==> config.mk <==
export PLATFORM = sky130hd
export DESIGN_NAME = shelf_rectangle_packer_unit_flat
export DESIGN_NICKNAME = d
export VERILOG_FILES = /design/src/hw/rtl/srp_pkg.sv /design/src/hw/rtl/srp_if.sv /design/src/hw/rtl/shelf_rectangle_packer_unit.sv /design/src/flat_wrapper.sv
export SDC_FILE = /design/constraint.sdc
export NUM_CORES = 1
export LEC_CHECK = 0
export BUFFER_PORTS_ARGS = -buffer_cell sky130_fd_sc_hd__buf_2
export CORE_MARGIN = 2
export CORE_UTILIZATION = 46
export CTS_CLUSTER_SIZE = 20
export DETAILED_ROUTE_END_ITERATION = 6
export PLACE_DENSITY = 0.62
export SYNTH_ARGS = -nofsm -noshare
export SYNTH_HDL_FRONTEND = slang
export SYNTH_SLANG_ARGS = --single-unit
==> constraint.sdc <==
create_clock -name clk -period 6.1 [get_ports clk]
set_input_delay 0.305 -clock clk [delete_from_list [all_inputs] [get_ports clk]]
set_output_delay 0.305 -clock clk [all_outputs]
set_load 0.01 [all_outputs]
==> src/hw/rtl/srp_pkg.sv <==
// ----------------------------------------------------------------------------
// srp_pkg
// Shared types and constants of the shelf rectangle packer.
// ----------------------------------------------------------------------------
package srp_pkg;

	localparam int DIM_W        = 13;
	localparam int POS_W        = 12;
	localparam int CW           = 14;
	localparam int ADDR_W       = 3;
	localparam int DATA_W       = 32;
	localparam int MAX_SIDE_DEF = 4096;
	localparam int SIDE_RESET   = 1024;
	localparam int POS_MAX      = (1 << POS_W) - 1;

	localparam logic REG_ATLAS_SIDE = 1'b0;

	typedef struct packed {
		logic             start_new;
		logic [DIM_W-1:0] rect_width;
		logic [DIM_W-1:0] rect_height;
	} srp_req_t;

	typedef struct packed {
		logic [POS_W-1:0] pos_x;
		logic [POS_W-1:0] pos_y;
		logic             placed;
	} srp_rsp_t;

	typedef struct packed {
		logic          have_shelf;
		logic [CW-1:0] shelf_top;
		logic [CW-1:0] shelf_height;
		logic [CW-1:0] next_x;
		logic [CW-1:0] shelf_free_width;
		logic [CW-1:0] free_height;
		logic          failed;
	} srp_state_t;

	function automatic logic [POS_W-1:0] sat_pos(input logic [CW-1:0] v);
		logic [POS_W-1:0] r;
		if (v > CW'(POS_MAX)) begin
			r = POS_W'(POS_MAX);
		end else begin
			r = v[POS_W-1:0];
		end
		return r;
	endfunction

endpackage

==> src/hw/rtl/srp_if.sv <==
// ----------------------------------------------------------------------------
// srp_req_if / srp_rsp_if
// Valid/ready channels carrying packer requests and placement results.
// ----------------------------------------------------------------------------
interface srp_req_if import srp_pkg::*; ();
	logic     valid;
	logic     ready;
	srp_req_t data;

	modport source (output valid, output data, input ready);
	modport sink   (input valid, input data, output ready);
endinterface

interface srp_rsp_if import srp_pkg::*; ();
	logic     valid;
	logic     ready;
	srp_rsp_t data;

	modport source (output valid, output data, input ready);
	modport sink   (input valid, input data, output ready);
endinterface

==> src/hw/rtl/shelf_rectangle_packer_unit.sv <==
// A request is registered in the input stage, and its result in the output stage.
// Throughput: one request per cycle; the next shelf state is computed combinationally
//   from the input register, so back-to-back requests wait only while
//   a result is held off by the receiver.
// Reset (arst_n low, asynchronous): atlas_side = 1024, shelf state cleared,
//   free height = side in use, both pipeline stages empty.
// ----------------------------------------------------------------------------
// shelf_rectangle_packer_unit
// Shelf next-fit rectangle packer with one pixel of padding.
// ----------------------------------------------------------------------------
module shelf_rectangle_packer_unit import srp_pkg::*; #(
	parameter int MAX_SIDE = MAX_SIDE_DEF
) (
	input  logic              clk,
	input  logic              arst_n,
	input  logic              psel,
	input  logic              penable,
	input  logic              pwrite,
	input  logic [ADDR_W-1:0] paddr,
	input  logic [DATA_W-1:0] pwdata,
	output logic [DATA_W-1:0] prdata,
	output logic              pready,
	srp_req_if.sink           req,
	srp_rsp_if.source         rsp
);

	localparam logic [CW-1:0] SIDE_CAP = (MAX_SIDE > (1 << DIM_W) - 1) ?
		CW'((1 << DIM_W) - 1) : CW'(MAX_SIDE);
	localparam logic [CW-1:0] FREE_RST = (SIDE_RESET > MAX_SIDE) ?
		CW'(MAX_SIDE) : CW'(SIDE_RESET);
	localparam srp_state_t    ST_RST   = '{
		have_shelf: 1'b0, shelf_top: '0, shelf_height: '0, next_x: '0,
		shelf_free_width: '0, free_height: FREE_RST, failed: 1'b0
	};

	logic [DIM_W-1:0] atlas_side_q;
	srp_state_t       st_q;
	srp_state_t       cur;
	srp_state_t       nxt;
	srp_req_t         req_s1;
	logic             vld_s1;
	srp_rsp_t         rsp_s2;
	logic             vld_s2;
	logic             adv;
	logic [CW-1:0]    side;
	logic [CW-1:0]    w;
	logic [CW-1:0]    h;
	logic [CW-1:0]    w1;
	logic [CW-1:0]    pos_x;
	logic [CW-1:0]    pos_y;
	logic             ok;

	// config port
	assign pready = 1'b1;
	assign prdata = (paddr[2] == REG_ATLAS_SIDE) ? DATA_W'(atlas_side_q) : '0;

	always_ff @(posedge clk or negedge arst_n) begin
		if (!arst_n) begin
			atlas_side_q <= DIM_W'(SIDE_RESET);
		end else if (psel && penable && pwrite && paddr[2] == REG_ATLAS_SIDE) begin
			atlas_side_q <= pwdata[DIM_W-1:0];
		end
	end

	assign side = (CW'(atlas_side_q) > SIDE_CAP) ? SIDE_CAP : CW'(atlas_side_q);

	// pipeline control
	assign adv       = !vld_s2 || rsp.ready;
	assign req.ready = !vld_s1 || adv;
	assign rsp.valid = vld_s2;
	assign rsp.data  = rsp_s2;

	always_ff @(posedge clk or negedge arst_n) begin
		if (!arst_n) begin
			vld_s1 <= 1'b0;
		end else if (req.ready) begin
			vld_s1 <= req.valid;
		end
	end

	always_ff @(posedge clk) begin
		if (req.valid && req.ready) begin
			req_s1 <= req.data;
		end
	end

	// placement
	assign w  = CW'(req_s1.rect_width);
	assign h  = CW'(req_s1.rect_height);
	assign w1 = w + CW'(1);

	always_comb begin
		logic [CW-1:0] diff;
		logic [CW-1:0] need;
		cur = st_q;
		if (req_s1.start_new) begin
			cur = '0;
			cur.free_height = side;
		end
		nxt   = cur;
		pos_x = '0;
		pos_y = '0;
		ok    = 1'b0;
		diff  = h - cur.shelf_height;
		need  = h + CW'(cur.have_shelf);
		if (!cur.failed) begin
			if (w > side || h > side) begin
				nxt.failed = 1'b1;
			end else if (cur.have_shelf && cur.shelf_free_width >= w1) begin
				if (h > cur.shelf_height && cur.free_height < diff) begin
					nxt.failed = 1'b1;
				end else begin
					ok                   = 1'b1;
					pos_x                = cur.next_x;
					pos_y                = cur.shelf_top;
					nxt.shelf_free_width = cur.shelf_free_width - w1;
					nxt.next_x           = cur.next_x + w1;
					if (h > cur.shelf_height) begin
						nxt.free_height  = cur.free_height - diff;
						nxt.shelf_height = h;
					end
				end
			end else if (cur.free_height < need) begin
				nxt.failed = 1'b1;
			end else begin
				ok                   = 1'b1;
				nxt.free_height      = cur.free_height - need;
				nxt.shelf_top        = cur.have_shelf ?
					cur.shelf_top + cur.shelf_height + CW'(1) : '0;
				nxt.have_shelf       = 1'b1;
				nxt.shelf_height     = h;
				nxt.shelf_free_width = side - w;
				nxt.next_x           = w1;
				pos_y                = nxt.shelf_top;
			end
		end
	end

	always_ff @(posedge clk or negedge arst_n) begin
		if (!arst_n) begin
			st_q   <= ST_RST;
			vld_s2 <= 1'b0;
		end else if (adv) begin
			vld_s2 <= vld_s1;
			if (vld_s1) begin
				st_q <= nxt;
			end
		end
	end

	always_ff @(posedge clk) begin
		if (adv && vld_s1) begin
			rsp_s2.pos_x  <= sat_pos(pos_x);
			rsp_s2.pos_y  <= sat_pos(pos_y);
			rsp_s2.placed <= ok;
		end
	end

`ifndef SYNTHESIS
	a_sticky_fail: assert property (@(posedge clk) disable iff (!arst_n)
		vld_s1 && adv && st_q.failed && !req_s1.start_new |=> !rsp_s2.placed)
		else $error("result placed during sticky failure");

	a_no_shelf_clean: assert property (@(posedge clk) disable iff (!arst_n)
		!st_q.have_shelf |-> st_q.shelf_top == '0 && st_q.next_x == '0)
		else $error("shelf state set without an open shelf");

	a_s1_hold: assert property (@(posedge clk) disable iff (!arst_n)
		vld_s1 && !adv |=> vld_s1 && $stable(req_s1))
		else $error("input stage lost a request under stall");
`endif

endmodule

==> src/flat_wrapper.sv <==
// flat-port wrapper written by rule: the top's interface ports become plain ports
module shelf_rectangle_packer_unit_flat import srp_pkg::*;
#(
	parameter int MAX_SIDE = MAX_SIDE_DEF
)
  (clk, arst_n, psel, penable, pwrite, paddr, pwdata, prdata, pready, req_valid, req_data, req_ready, rsp_valid, rsp_data, rsp_ready);
  srp_req_if req_i ();
  srp_rsp_if rsp_i ();
  input  logic clk;
  input  logic arst_n;
  input  logic psel;
  input  logic penable;
  input  logic pwrite;
  input  logic [ADDR_W-1:0] paddr;
  input  logic [DATA_W-1:0] pwdata;
  output logic [DATA_W-1:0] prdata;
  output logic pready;
  input wire logic [$bits(req_i.valid)-1:0] req_valid;
  input wire logic [$bits(req_i.data)-1:0] req_data;
  output wire logic [$bits(req_i.ready)-1:0] req_ready;
  output wire logic [$bits(rsp_i.valid)-1:0] rsp_valid;
  output wire logic [$bits(rsp_i.data)-1:0] rsp_data;
  input wire logic [$bits(rsp_i.ready)-1:0] rsp_ready;
  assign req_i.valid = req_valid;
  assign req_i.data = req_data;
  assign req_ready = req_i.ready;
  assign rsp_valid = rsp_i.valid;
  assign rsp_data = rsp_i.data;
  assign rsp_i.ready = rsp_ready;
  shelf_rectangle_packer_unit #(.MAX_SIDE(MAX_SIDE)) u_core (.clk(clk), .arst_n(arst_n), .psel(psel), .penable(penable), .pwrite(pwrite), .paddr(paddr), .pwdata(pwdata), .prdata(prdata), .pready(pready), .req(req_i), .rsp(rsp_i));
endmodule
; ---- Word level (Yosys, flattened, before mapping)
; Cells that the tools add are included.
; Widths: inputs -> output; s select.
[classes]
muxes = 27
reduce_logical = 14
add_sub_neg = 10
bitwise = 1
order_cmp = 9
[ops]
columns = operator, n
row1 = $mux 14, 12
row2 = $mux 72, 2
row3 = $mux 71, 2
row4 = $mux 57, 1
row5 = $mux 56, 1
row6 = $gt 13x14->1, 3
row7 = $sub 14x14->14, 3
row8 = $add 14x14->14, 2
row9 = $gt 14x12->1 const B, 2
row10 = $lt 14x14->1, 2
row11 = $mux 13, 2
row12 = $mux 15, 1
row13 = $add 13x1->14, 1
row14 = $add 13x1->14 const B, 1
row15 = $add 14x1->14 const B, 1
row16 = $ge 14x14->1, 1
row17 = $sub 13x14->14, 1
row18 = $sub 14x13->14, 1
row19 = $gt 13x13->1 const B, 1
row20 = $logic_and 1x1->1, 7
row21 = $mux 1, 6
row22 = $logic_or 1x1->1, 3
row23 = $logic_not 1->1, 2
row24 = $reduce_and 2->1, 1
row25 = other kinds (2), 2
[word_totals]
register_bits = 139
wordCells = 77
input_bits = 69
out_inout_bits = 60

; ---- Logic depth before layout (Yosys ltp)
; Gate-level depths: netlist of run 1.
[logic_depth]
ltp_word = 11
ltp_mapped = 22
depth_no_buf = 19

; ---- Least setup slack after synthesis of run 1
; Ideal clock, no wire load.
[synth_path]
path_type = register to register
startpoint = reg u_core.req_s1[26] (netlist name)
endpoint = reg u_core.st_q[15] (netlist name)
synth_period_minus_slack_ns = 4.888
t_arrival_ns = 4.767
setup_time_ns = 0.121
path_buffers = 4
t_required_ns = 5.979
stages_incl_launch_ff = 22
path_slack_ns = 1.212
cell_sequence = edfxtp_1 inv_1 clkbuf_1 clkbuf_1 nand2_1 fa_1 nand3_1 a21oi_1 o41a_1 a21o_1 a21oi_1 xor2_1 ha_1 a21o_1 a21oi_1 nand2_1 o21a_1 o2111ai_1 clkbuf_1 clkbuf_1 o22ai_1 a22o_1
[synth_via]
elab_chain_cells = 8
word_cells_on_any_way = 15
cone_classes = 3 x add/sub / 4 x order compare / 6 x mux / 2 x reduce/logical
[synth_rtl]
columns = element, line
row1 = "start, declared", shelf_rectangle_packer_unit.sv:40  ; srp_req_t req_s1;
row2 = "start signal, assigned", shelf_rectangle_packer_unit.sv:83  ; req_s1 <= req.data;
row3 = $mux 72 *, shelf_rectangle_packer_unit.sv:96  ; if (req_s1.start_new) begin
row4 = $sub 13x14->14, shelf_rectangle_packer_unit.sv:104  ; diff = h - cur.shelf_height;
row5 = $lt 14x14->1, shelf_rectangle_packer_unit.sv:110  ; if (h > cur.shelf_height && cur.free_height < diff) begin
row6 = $logic_and 1x1->1, shelf_rectangle_packer_unit.sv:110
row7 = $mux 56, shelf_rectangle_packer_unit.sv:110
row8 = $mux 57, shelf_rectangle_packer_unit.sv:109  ; end else if (cur.have_shelf && cur.shelf_free_width >= w1) begin
row9 = $mux 71, shelf_rectangle_packer_unit.sv:107  ; if (w > side || h > side) begin
row10 = $mux 72 *, shelf_rectangle_packer_unit.sv:106  ; if (!cur.failed) begin
row11 = "end signal, assigned", shelf_rectangle_packer_unit.sv:146  ; st_q <= nxt;
row12 = "end, declared", shelf_rectangle_packer_unit.sv:37  ; srp_state_t st_q;
; Mark *: on every way between the ends. The rest lies on a longest branch, timed or not.
; A chain may end at the register's enable or synchronous reset.

; ---- Final worst setup path of run 1
[layout_path]
startpoint = reg u_core.req_s1[26] (netlist name)
endpoint = reg u_core.st_q[53] (netlist name)
; Same word-level chain as after synthesis.

==> results of run 1 <==
[logic make-up after synthesis]
family	after synthesis	share of synthesized area [%]
buf+inv	134	5.14
mux	29	2.83
fa+ha+maj	119	13.5
xor+xnor	94	7.21
simple gates	374	16.7
compound gates	356	21.9
flops	139	32.7
other cells	2	0.0657
[final cells by class]
type | instances | area, µm²
fillers | 2302 | 11500
multi-input cells | 992 | 7170
flip-flops and latches | 139 | 3740
repair buffers | 106 | 583
clock buffers | 21 | 493
well taps | 324 | 405
inverters | 73 | 274
clock inverters | 11 | 130
[final timing paths]
path                                        start                 to  slack, ns  cells past startpoint
worst max register to register  u_core.req_s1[26]    u_core.st_q[53]       0.71                     14
worst max-delay path            u_core.req_s1[26]    u_core.st_q[53]       0.71                     14
max in group asynchronous                  arst_n    u_core.st_q[69]       4.58                      3
worst min register to register    u_core.st_q[11]    u_core.st_q[11]       0.46                      2
min in group asynchronous                  arst_n   u_core.rsp.valid       0.44                      2
worst min-delay path                 req_data[21]  u_core.req_s1[21]       0.05                      1
[worst max-delay path, stage by stage (launching register included)]
cell and delay (ns):
edfxtp_1 0.48, buf_4 0.34, nor2b_1 0.46, ha_1 0.36, ha_1 0.28, and3_1 0.25
xnor2_1 0.09, ha_1 0.36, and3_1 0.20, a21boi_1 0.36, o31a_1 0.32, and4_1 0.57
a21oi_1 0.12, nor2_1 0.86, a22o_1 0.25
[flip-flops by register name, summed over array words and instances, names as in the netlist]
signal and cells:
u_core.st_q 72, u_core.rsp.data 25, u_core.req_s1 14, u_core.atlas_side_q 13
u_core.h 13, u_core.rsp.valid 1, u_core.vld_s1 1
[timing repair]
| action | CTS | global route |
|---|---|---|
| hold buffers | 1 | 0 |
| resized for setup | 0 | 0 |
| endpoints found under the hold margin | 45 | 0 |
[report_power, final]
part	switching, mW	leakage (nW)	total [mW]	internal [mW]
clock network	0.447	0.293	1.11	0.667
registers	0.0660	1.65	1.14	1.07
logic	0.749	4.05	1.29	0.545
total	1.26	5.99	3.55	2.28
[metrics by stage]
| stage | area (µm²) | instances | power (mW) | utilization (%) |
|---|---|---|---|---|
| 4_1_cts | 12800 | 1666 | 3.56 | 52.6 |
| 6_report | 12800 | 1666 | 3.55 | 52.6 |
| 5_1_grt | 12800 | 1666 | 3.77 | 52.6 |
| 2_1_floorplan | 11500 | 1265 | 2.12 | - |
| 3_3_place_gp | 12200 | 1633 | 2.42 | 50.0 |
| 3_5_place_dp | 12200 | 1633 | 2.43 | 50.0 |
[cells in the mapped netlist (all sizes together) (6+ instances only)]
master	count	area share, %
dfrtp	85	19
or3	6	0.33
a211oi	12	0.79
a22oi	17	1.1
nor2b	67	3.7
nand2	92	3.0
nor2	73	2.4
nand2b	15	0.82
fa	7	1.2
a21oi	66	2.9
nand3	34	1.6
xnor2	60	4.6
nor3	26	1.1
buf	24	1.5
a221oi	8	0.61
mux2	26	2.6
and2	9	0.49
o21bai	8	0.53
edfxtp	52	14
o21a	20	1.3
o31ai	8	0.53
ha	112	12
clkbuf	37	1.2
a31oi	15	0.82
a21o	23	1.5
and3	12	0.71
o2111ai	6	0.46
a22o	36	2.8
xor2	34	2.6
inv	71	2.3
o311a	12	1.1
nand4	12	0.66
o21ai	60	2.7
o22ai	17	0.93
[metal layers]
| layer | vias up | routed length (µm) |
|---|---|---|
| li1 | 4745 | - |
| met1 | 4555 | 14900 |
| met2 | 293 | 13800 |
| met3 | 37 | 1800 |
| met4 | 0 | 541 |
| met5 | - | 0 |
==> reports/metrics.cfg, run 1 <==
[run_status]
run_status = finished clean

[timing]
rsz0062_at_grt = false
period_share_pct = 88.3
clock_skew_ns = 0.0114
holdWs_ns = 0.0480
setup_viol = 0
min_period_ns = 5.39
clock.fmax_ghz = 0.186
fin_ws_ns = 0.711
slew_headroom_pct = 25.7
slew_viol_final = 0
finalSetupTns_ns = 0
hold_violations = 0
tightest_slew_ns = 1.11

[setup_path]
crit_fanout = 36
worstSetupEndpointType = flip-flop
critical_path_class = flip-flop to flip-flop
cp.required_ns = 6.45
cp-start-kind = flip-flop
cp.arrival_ns = 5.74

[place]
preCtsSetupSlack_ns = 0.850
post-dp-hpwl_um = 22900
globalplace.congestion = 0.900
port_buffers = 87

[yosys]
netlist_area_um2 = 11400
ys_seq_elements = 139
syn_inst = 1247
ys_types = 87
yosysWarnings = 0
syn_avg_cell_area_um2 = 9.16
synthArstFlopShare_pct = 62.6
synth-edff-count = 52
ys.flop_type = dfrtp_1
ys_seq_area_share_pct = 32.7

[cts]
clock_path_buffers = 2
cts_tree = built
root_buffer = clkbuf_16
cts_inserted_buffers = 17
post-cts-setup-buffers = 0
insertion_delay_ns = 0.43
cts.sinks = 139
clkTransAtPathRegs_ns = 0.06
htreeDepth = 4

[route]
dr.pass1.iters = 5
vias_per_cell = 5.78
drt_iter0_markers = 706
wire_per_inst_um = 18.6
vias = 9630
drt.antenna.violating_nets = 0
drt-total-wl_um = 31000
drc = 0

[cells_and_area]
final_cell_mix = 112 x ha_1, 92 x nand2_1, 86 x buf_2
antennaDiodeCount = 0
synthToLayoutAreaGrowth_pct = 12.0
nets = 1517
final_common_cell = ha_1
drive_gt1_share_pct = 13.6

[flow_run]
maxCapViolations = 0

[floorplanning]
start_util_pct = 47.0
io_pins = 129
die_y_um = 162
rows = 57
dieArea_um2 = 26100
die_w_um = 162
coreArea_um2 = 24300

[global_routing]
grt_max_degree = 49
grt_use_met3_pct = 4.55
grt_pass1_vias = 9180
grt_overflow_total = 0
track_usage_pct = 24.1
use_met1_pct = 34.4
antenna_found_initial = 0
grt_use_met2_pct = 37.8
grt-busiest-layer = met2
grt_pass1_wl_um = 49300

[power_and_ir_drop]
leakagePower_nw = 5.99
peakVddDrop_mv = 0.166
power_density_nw_per_um2 = 277

[worst_hold_path]
holdCritPathClass = input port to flip-flop

(Power assumes the default switching activity.)
==> run 2, diff against run 1 <==
--- a/config.mk
+++ b/config.mk
@@ -7,10 +7,10 @@
 export LEC_CHECK = 0
 export BUFFER_PORTS_ARGS = -buffer_cell sky130_fd_sc_hd__buf_2
 export CORE_MARGIN = 2
-export CORE_UTILIZATION = 46
+export CORE_UTILIZATION = 45
 export CTS_CLUSTER_SIZE = 20
 export DETAILED_ROUTE_END_ITERATION = 6
-export PLACE_DENSITY = 0.62
+export PLACE_DENSITY_LB_ADDON = 0.12
 export SYNTH_ARGS = -nofsm -noshare
 export SYNTH_HDL_FRONTEND = slang
 export SYNTH_SLANG_ARGS = --single-unit
==> run 2 against run 1 <==
Compared with the run above: final area about the same; sequential share of layout area is essentially flat; register-to-register slack gained 0.02 ns; critical path depth grew 5; global-route usage increased by 0.21 points; critical path type unchanged; critical endpoint is now u_core.st_q[28]; core utilization decreased by 1.5 points; count of clock-buffer cells in the layout fell by 2; wire length up 1.8%; largest cell class unchanged; setup slack better by 0.017 ns; hold slack worse by 0.014 ns; die area rose by 2.2%; first-iteration DRC count shrank 7.4%.
==> reports/metrics.cfg, run 2 (same netlist as run 1, synthesis figures left out) <==
[cells_and_area]
final_area_um2 = 12800  ; about the same
final_cell_mix = 112 x ha_1, 92 x nand2_1, 86 x buf_2
n_fill_cell = 2382  ; +3.5%
regArea_um2 = 3740  ; unchanged
drive_gt1_share_pct = 13.6  ; -0.075 points
synthToLayoutAreaGrowth_pct = 12.1  ; about the same
nets = 1517  ; unchanged
antennaDiodeCount = 0  ; unchanged
regMostFlops = u_core.st_q
multi_input_area_um2 = 7170  ; unchanged
final_common_cell = ha_1
largest_reg_flops = 72  ; unchanged
final_cells = 1672  ; +0.36%

[setup_path]
cp.arrival_ns = 5.74  ; about the same
rr_endpoint = u_core.st_q[28]
cp.required_ns = 6.46  ; about the same
cpPeakStageDelay_ns = 0.58  ; -0.28 ns
cpMaxStageDelayCell = a31o_2
critical_path_class = flip-flop to flip-flop
regToRegSetupSlack_ns = 0.73  ; +0.02 ns
r2r_start = u_core.req_s1[26]
critical_path.top_delay_family = compound AO/OA/AOI/OAI gates
rr_worst_depth = 19  ; +5
worstSetupEndpointType = flip-flop
crit_fanout = 26  ; -28%
cp-start-kind = flip-flop
cp_cell_sequence = inv_1, buf_4, nand2_1, ha_1, a21o_1, o41a_1, a21o_1, a21oi_1, xor2_1, ha_1, a21o_1, a21oi_1, nand2_1, o21a_1, o2111ai_2, buf_4, a31o_2, a22oi_1, o21ai_1
critical_path_buf_inv_count = 3  ; +2
critical_path.startpoint = u_core.req_s1[26]
crit_top_cell = a21o_1

[place]
postPlaceCellArea_um2 = 12200  ; about the same
port_buffers = 87  ; unchanged
post-dp-hpwl_um = 23400  ; +2.1%
globalplace.congestion = 0.931  ; +3.4%
dp_cells = 1639  ; +0.37%

[timing]
slew_viol_final = 0  ; unchanged
slew_headroom_pct = 31.1  ; +5.4 points
clock.fmax_ghz = 0.186  ; +0.32%
min_period_ns = 5.37  ; -0.0172 ns
period_share_pct = 88.1  ; -0.28 points
finalSetupTns_ns = 0  ; unchanged
clock_skew_ns = 0.0122  ; +0.000742 ns
hold_violations = 0  ; unchanged
rsz0062_at_grt = false
setup_viol = 0  ; unchanged
tightest_slew_ns = 1.03  ; -0.0803 ns

[global_routing]
grt_pass1_wl_um = 50300  ; +2.1%
grt_pass1_vias = 9218  ; +0.41%
antenna_found_initial = 0  ; unchanged
track_usage_pct = 24.4  ; +0.21 points
grt_overflow_total = 0  ; unchanged
grt_max_degree = 48  ; -2.0%

[route]
drt.antenna.violating_nets = 0  ; unchanged
wire_per_inst_um = 18.9  ; +1.4%
vias_per_cell = 5.79  ; +0.23%
vias = 9687  ; +0.59%
drt-total-wl_um = 31500  ; +1.8%
drt_iter0_markers = 654  ; -7.4%
dr.pass1.iters = 7  ; +2
drc = 0  ; unchanged

[power_and_ir_drop]
clkPwrFrac_pct = 31.9  ; +0.5 points
pwr-share-seq_pct = 31.8  ; -0.3 points
leakagePower_nw = 5.99  ; about the same
power_density_nw_per_um2 = 280  ; +0.93%
p_sw_mw = 1.28  ; +1.1%
p_comb_share_pct = 36.2  ; -0.3 points
power.share.switching_pct = 35.6  ; +0.047 points
intPower_mw = 2.31  ; +0.93%
peakVddDrop_mv = 0.184  ; +11%

[flow_run]
maxCapViolations = 0  ; unchanged

[cts]
clock_path_buffers = 2  ; unchanged
cts_inserted_buffers = 17  ; unchanged
cts.sinks = 139  ; unchanged
insertion_delay_ns = 0.44  ; about the same
cts_tree = built
cts_resized = 0  ; unchanged
clkTransAtPathRegs_ns = 0.07  ; about the same
root_buffer = clkbuf_16
htreeDepth = 4  ; unchanged

[floorplanning]
io_pins = 129  ; unchanged
rows = 58  ; +1.8%
start_util_pct = 45.6  ; -1.3 points
coreArea_um2 = 25000  ; +2.9%
die_w_um = 163  ; +1.1%
die_y_um = 163  ; +1.1%
dieArea_um2 = 26700  ; +2.2%

[worst_hold_path]
holdCritPathClass = input port to flip-flop
hold_end = u_core.req_s1[22]
holdCritStartpoint = req_data[22]
whs_path_depth = 1  ; unchanged

[run_status]
run_status = finished clean

run 2: cell types whose count changed in the layout (fill, tap and decap cells not counted), sizes merged:
cell      delta
clkinvlp     -1
clkbuf       -2
clkinv       +2
inv          -1
bufinv       +2
run 2: final cells by class:
cell class,instances,area share [%]
inverter,73,2.14
multi-input combinational,992,56.0
sequential,139,29.2
timing repair buffer,106,4.55
clock buffer,19,3.38
clock inverter,13,1.49
tap,330,3.22
run 2: power groups by stage:
stage | combinational (mW) | sequential (mW) | clock [mW]
final | 1.30 | 1.14 | 1.14
after global routing | 1.45 | 1.15 | 1.20
after CTS | 1.29 | 1.14 | 1.16
after detailed placement | 1.28 | 1.16 | 0
after global placement | 1.27 | 1.15 | 0
after floorplan | 0.978 | 1.14 | 0
run 2: how the worst max path moves through the flow:
stage / slack, ns / depth (start not counted) / end
floorplan: 1.21 / 21 / u_core.st_q[15]
global placement: 0.81 / 19 / u_core.st_q[40]
detailed placement: 0.72 / 19 / u_core.st_q[28]
CTS: 0.71 / 19 / u_core.st_q[28]
global route: 0.38 / 19 / u_core.st_q[28]
finish: 0.73 / 19 / u_core.st_q[28]
run 2: per-layer routing:
| layer | share of wire [%] | vias to the layer above | GRT usage, % | wire length, µm |
|---|---|---|---|---|
| li1 | - | 4741 | - | - |
| met1 | 49 | 4631 | 34.8 | 15300 |
| met2 | 45 | 278 | 38.9 | 14100 |
| met3 | 4.8 | 37 | 2.84 | 1510 |
| met4 | 1.9 | 0 | 6.88 | 612 |
| met5 | 0 | - | 0 | 0 |
run 2: per-stage QoR:
step                worst slack, ns  util, %  total power [mW]  hold slack (ns)
floorplan                      1.21        -              2.12          0.00941
global placement              0.807     48.6              2.42            0.353
detailed placement            0.719     48.6              2.44            0.345
CTS                           0.713     51.2              3.59           0.0353
global route                  0.377     51.2              3.80           0.0315
finish                        0.729     51.2              3.58           0.0341
run 2: timing repair:
item                                   in CTS  in global routing
setup buffers                               0                  0
endpoints found under the hold margin      39                  0
hold buffers                                1                  0
==> run 3, diff against run 2 <==
--- a/config.mk
+++ b/config.mk
@@ -5,6 +5,7 @@
 export SDC_FILE = /design/constraint.sdc
 export NUM_CORES = 1
 export LEC_CHECK = 0
+export ABC_AREA = 1
 export BUFFER_PORTS_ARGS = -buffer_cell sky130_fd_sc_hd__buf_2
 export CORE_MARGIN = 2
 export CORE_UTILIZATION = 45
==> run 3 against run 2 <==
Compared with the run above: first-iteration DRC count up 34%; via count up 33%; synthesized cell count up 62%; hold slack worse by 0.0080 ns; non-clock buffer count down 9; largest power group unchanged; clock power down 6%; critical path depth up 2; power up 57%; cell count up 49%; sequential cell count unchanged; count of clock-buffer cells in the layout up 1; final area up 14%.
==> reports/metrics.cfg, run 3 <==
[cts]
cts_inserted_buffers = 17  ; unchanged
post-cts-setup-buffers = 0  ; unchanged
insertion_delay_ns = 0.45  ; about the same
clock_path_buffers = 2  ; unchanged
cts.sinks = 139  ; unchanged
clkTransAtPathRegs_ns = 0.07  ; about the same
root_buffer = clkbuf_16
htreeDepth = 4  ; unchanged
cts_tree = built

[yosys]
syn_inst = 2016  ; +62%
yosys.area.top_type_share_pct = 16.4  ; -2.2 points
ys_seq_area_share_pct = 27.9  ; -4.9 points
synth_area_leaders = nand2_1 16%, dfrtp_1 16%, edfxtp_1 12%
synth-edff-count = 52  ; unchanged
synth_top_cell_by_area = nand2_1
syn_avg_cell_area_um2 = 6.65  ; -27%
yosysMostFrequentCell = nand2_1
ys_types = 53  ; -39%
yosysWarnings = 0  ; unchanged
synthArstFlopShare_pct = 62.6  ; unchanged
synthTopCellsByCount = 587 x nand2_1, 273 x inv_1, 265 x nor2_1
netlist_area_um2 = 13400  ; +17%
ys_seq_elements = 139  ; unchanged
ys.flop_type = dfrtp_1

[timing]
clock_skew_ns = 0.0114  ; -0.000720 ns
finalSetupTns_ns = 0  ; unchanged
slew_headroom_pct = 29.7  ; -1.4 points
clock.fmax_ghz = 0.200  ; +7.3%
setup_viol = 0  ; unchanged
min_period_ns = 5.01  ; -0.365 ns
hold_violations = 0  ; unchanged
tightest_slew_ns = 1.05  ; +0.0230 ns
holdWs_ns = 0.0261  ; -0.00801 ns
slew_viol_final = 0  ; unchanged
rsz0062_at_grt = false
period_share_pct = 82.1  ; -6.0 points

[cells_and_area]
synthToLayoutAreaGrowth_pct = 9.13
final_common_cell = nand2_1
largest_reg_flops = 72  ; unchanged
regMostFlops = u_core.st_q
fin_util_pct = 49.7  ; -1.5 points
nets = 2269  ; +50%
antennaDiodeCount = 0  ; unchanged
drive_gt1_share_pct = 8.50  ; -5.1 points
final_area_um2 = 14600  ; +14%
final_cell_mix = 586 x nand2_1, 272 x inv_1, 265 x nor2_1

[place]
postPlaceCellArea_um2 = 14000  ; +15%
post-dp-hpwl_um = 30600  ; +31%
port_buffers = 87  ; unchanged
globalplace.congestion = 0.963  ; +3.4%

[setup_path]
cp.arrival_ns = 5.17  ; -0.57 ns
cpPeakStageDelay_ns = 0.42  ; -0.16 ns
critical_path_class = flip-flop to flip-flop
critical_path_buf_inv_count = 3  ; unchanged
crit_fanout = 20  ; -23%
cp-start-kind = flip-flop
worstSetupEndpointType = flip-flop
cpMaxStageDelayCell = edfxtp_1
cp.required_ns = 6.27  ; -0.19 ns
crit_top_cell = nand2_1
critical_path.top_delay_family = simple AND/OR/NAND/NOR gates
cp_cell_sequence = inv_2, nand2_1, inv_1, ha_1, ha_1, nand3_1, nor2_1, nand2_1, nor2_1, nand3_1, nor3_1, xnor2_1, ha_1, nand2_1, inv_1, a21boi_1, nand3_2, nand3_4, nor2_1, nand2_1, nand4_1

[global_routing]
antenna_found_initial = 0  ; unchanged
grt_overflow_total = 0  ; unchanged
grt_pass1_wl_um = 63700  ; +26%
grt_max_degree = 79  ; +65%
grt_pass1_vias = 12400  ; +35%
track_usage_pct = 26.2  ; +1.9 points

[floorplanning]
start_util_pct = 45.5  ; -0.13 points
dieArea_um2 = 31200  ; +17%
io_pins = 129  ; unchanged
die_w_um = 177  ; +8.2%
die_y_um = 177  ; +8.2%
coreArea_um2 = 29500  ; +18%
rows = 63  ; +8.6%

[power_and_ir_drop]
peakVddDrop_mv = 0.227  ; +23%
p_total_mw = 5.61  ; +57%
power_density_nw_per_um2 = 383  ; +37%
leakagePower_nw = 7.97  ; +33%

[flow_run]
maxCapViolations = 0  ; unchanged

[route]
vias_per_cell = 5.17  ; -11%
vias = 12800  ; +33%
drt_iter0_markers = 876  ; +34%
drt-total-wl_um = 39600  ; +26%
dr.pass1.iters = 5  ; -2
drt.antenna.violating_nets = 0  ; unchanged
drc = 0  ; unchanged
wire_per_inst_um = 16.0  ; -15%

[run_status]
run_status = finished clean

[worst_hold_path]
holdCritPathClass = input port to flip-flop

[run 3: cell count changes in the layout (fill, tap and decap cells not counted), moves of 33 or more]
cell,delta
nand2_1,+494
inv_1,+203
nor2_1,+193
nand3_1,+119
nor2b_1,-67
a21oi_1,+50
a22o_1,-36
o21ai_0,+36
xnor2_1,-33
[run 3: worst paths after layout]
check / start / end / slack [ns] / depth (start not counted)
max: u_core.req_s1[26] / u_core.rsp.data[11] / 1.09 / 21
min: req_data[5] / u_core.h[5] / 0.03 / 1
max reg2reg: u_core.req_s1[26] / u_core.rsp.data[11] / 1.09 / 21
min reg2reg: u_core.st_q[50] / u_core.st_q[50] / 0.48 / 2
max in group asynchronous: arst_n / u_core.st_q[66] / 4.58 / 3
min in group asynchronous: arst_n / u_core.atlas_side_q[8] / 0.35 / 2
[run 3: final cells by class]
class                      instances  area, µm²
fill                            3081      14800
multi-input combinational       1548       8250
sequential                       139       3740
inverter                         278       1050
timing repair buffer              97        515
tap                              390        488
clock buffer                      20        447
clock inverter                    12        141
[run 3: worst reg2reg max path: stages, from the launching register on]
cell and delay [ns]:
edfxtp_1 0.42, inv_2 0.34, nand2_1 0.10, inv_1 0.37
ha_1 0.27, ha_1 0.19, nand3_1 0.13, nor2_1 0.12
nand2_1 0.08, nor2_1 0.15, nand3_1 0.14, nor3_1 0.23
xnor2_1 0.11, ha_1 0.39, nand2_1 0.12, inv_1 0.04
a21boi_1 0.24, nand3_2 0.32, nand3_4 0.31, nor2_1 0.08
nand2_1 0.38, nand4_1 0.16
[run 3: cell families after synthesis]
logic type | Yosys count | synth area share (%)
flip-flops | 139 | 27.9
buffers and inverters | 347 | 11.1
XOR/XNOR | 74 | 4.83
AO/OA/AOI/OAI | 230 | 9.34
AND/OR/NAND/NOR | 1105 | 35.3
adder cells (fa/ha/maj) | 119 | 11.5
other | 2 | 0.0560
[run 3: routing by layer]
| metal | up-vias | global-route usage [%] | wire length (µm) |
|---|---|---|---|
| li1 | 6571 | - | - |
| met1 | 5853 | 35.3 | 18800 |
| met2 | 362 | 43.0 | 17600 |
| met3 | 52 | 4.25 | 2320 |
| met4 | 0 | 8.37 | 844 |
| met5 | - | 0 | 0 |
[run 3: repair_timing]
action | 4_1_cts | 5_1_grt
hold buffers | 1 | 0
gates resized for setup | 0 | 0
endpoints found under the hold margin | 30 | 0
[run 3: power by group]
group,switching (mW),internal [mW],leakage (nW)
registers,0.132,1.23,1.55
logic,2.10,1.08,6.15
clock network,0.451,0.617,0.270
total,2.69,2.93,7.97
[run 3: through the flow]
stage,std cells,setup WS (ns)
global placement,2451,1.17
global route,2484,0.684
CTS,2484,1.12
detailed placement,2451,1.16
floorplan,2034,1.92
finish,2484,1.09
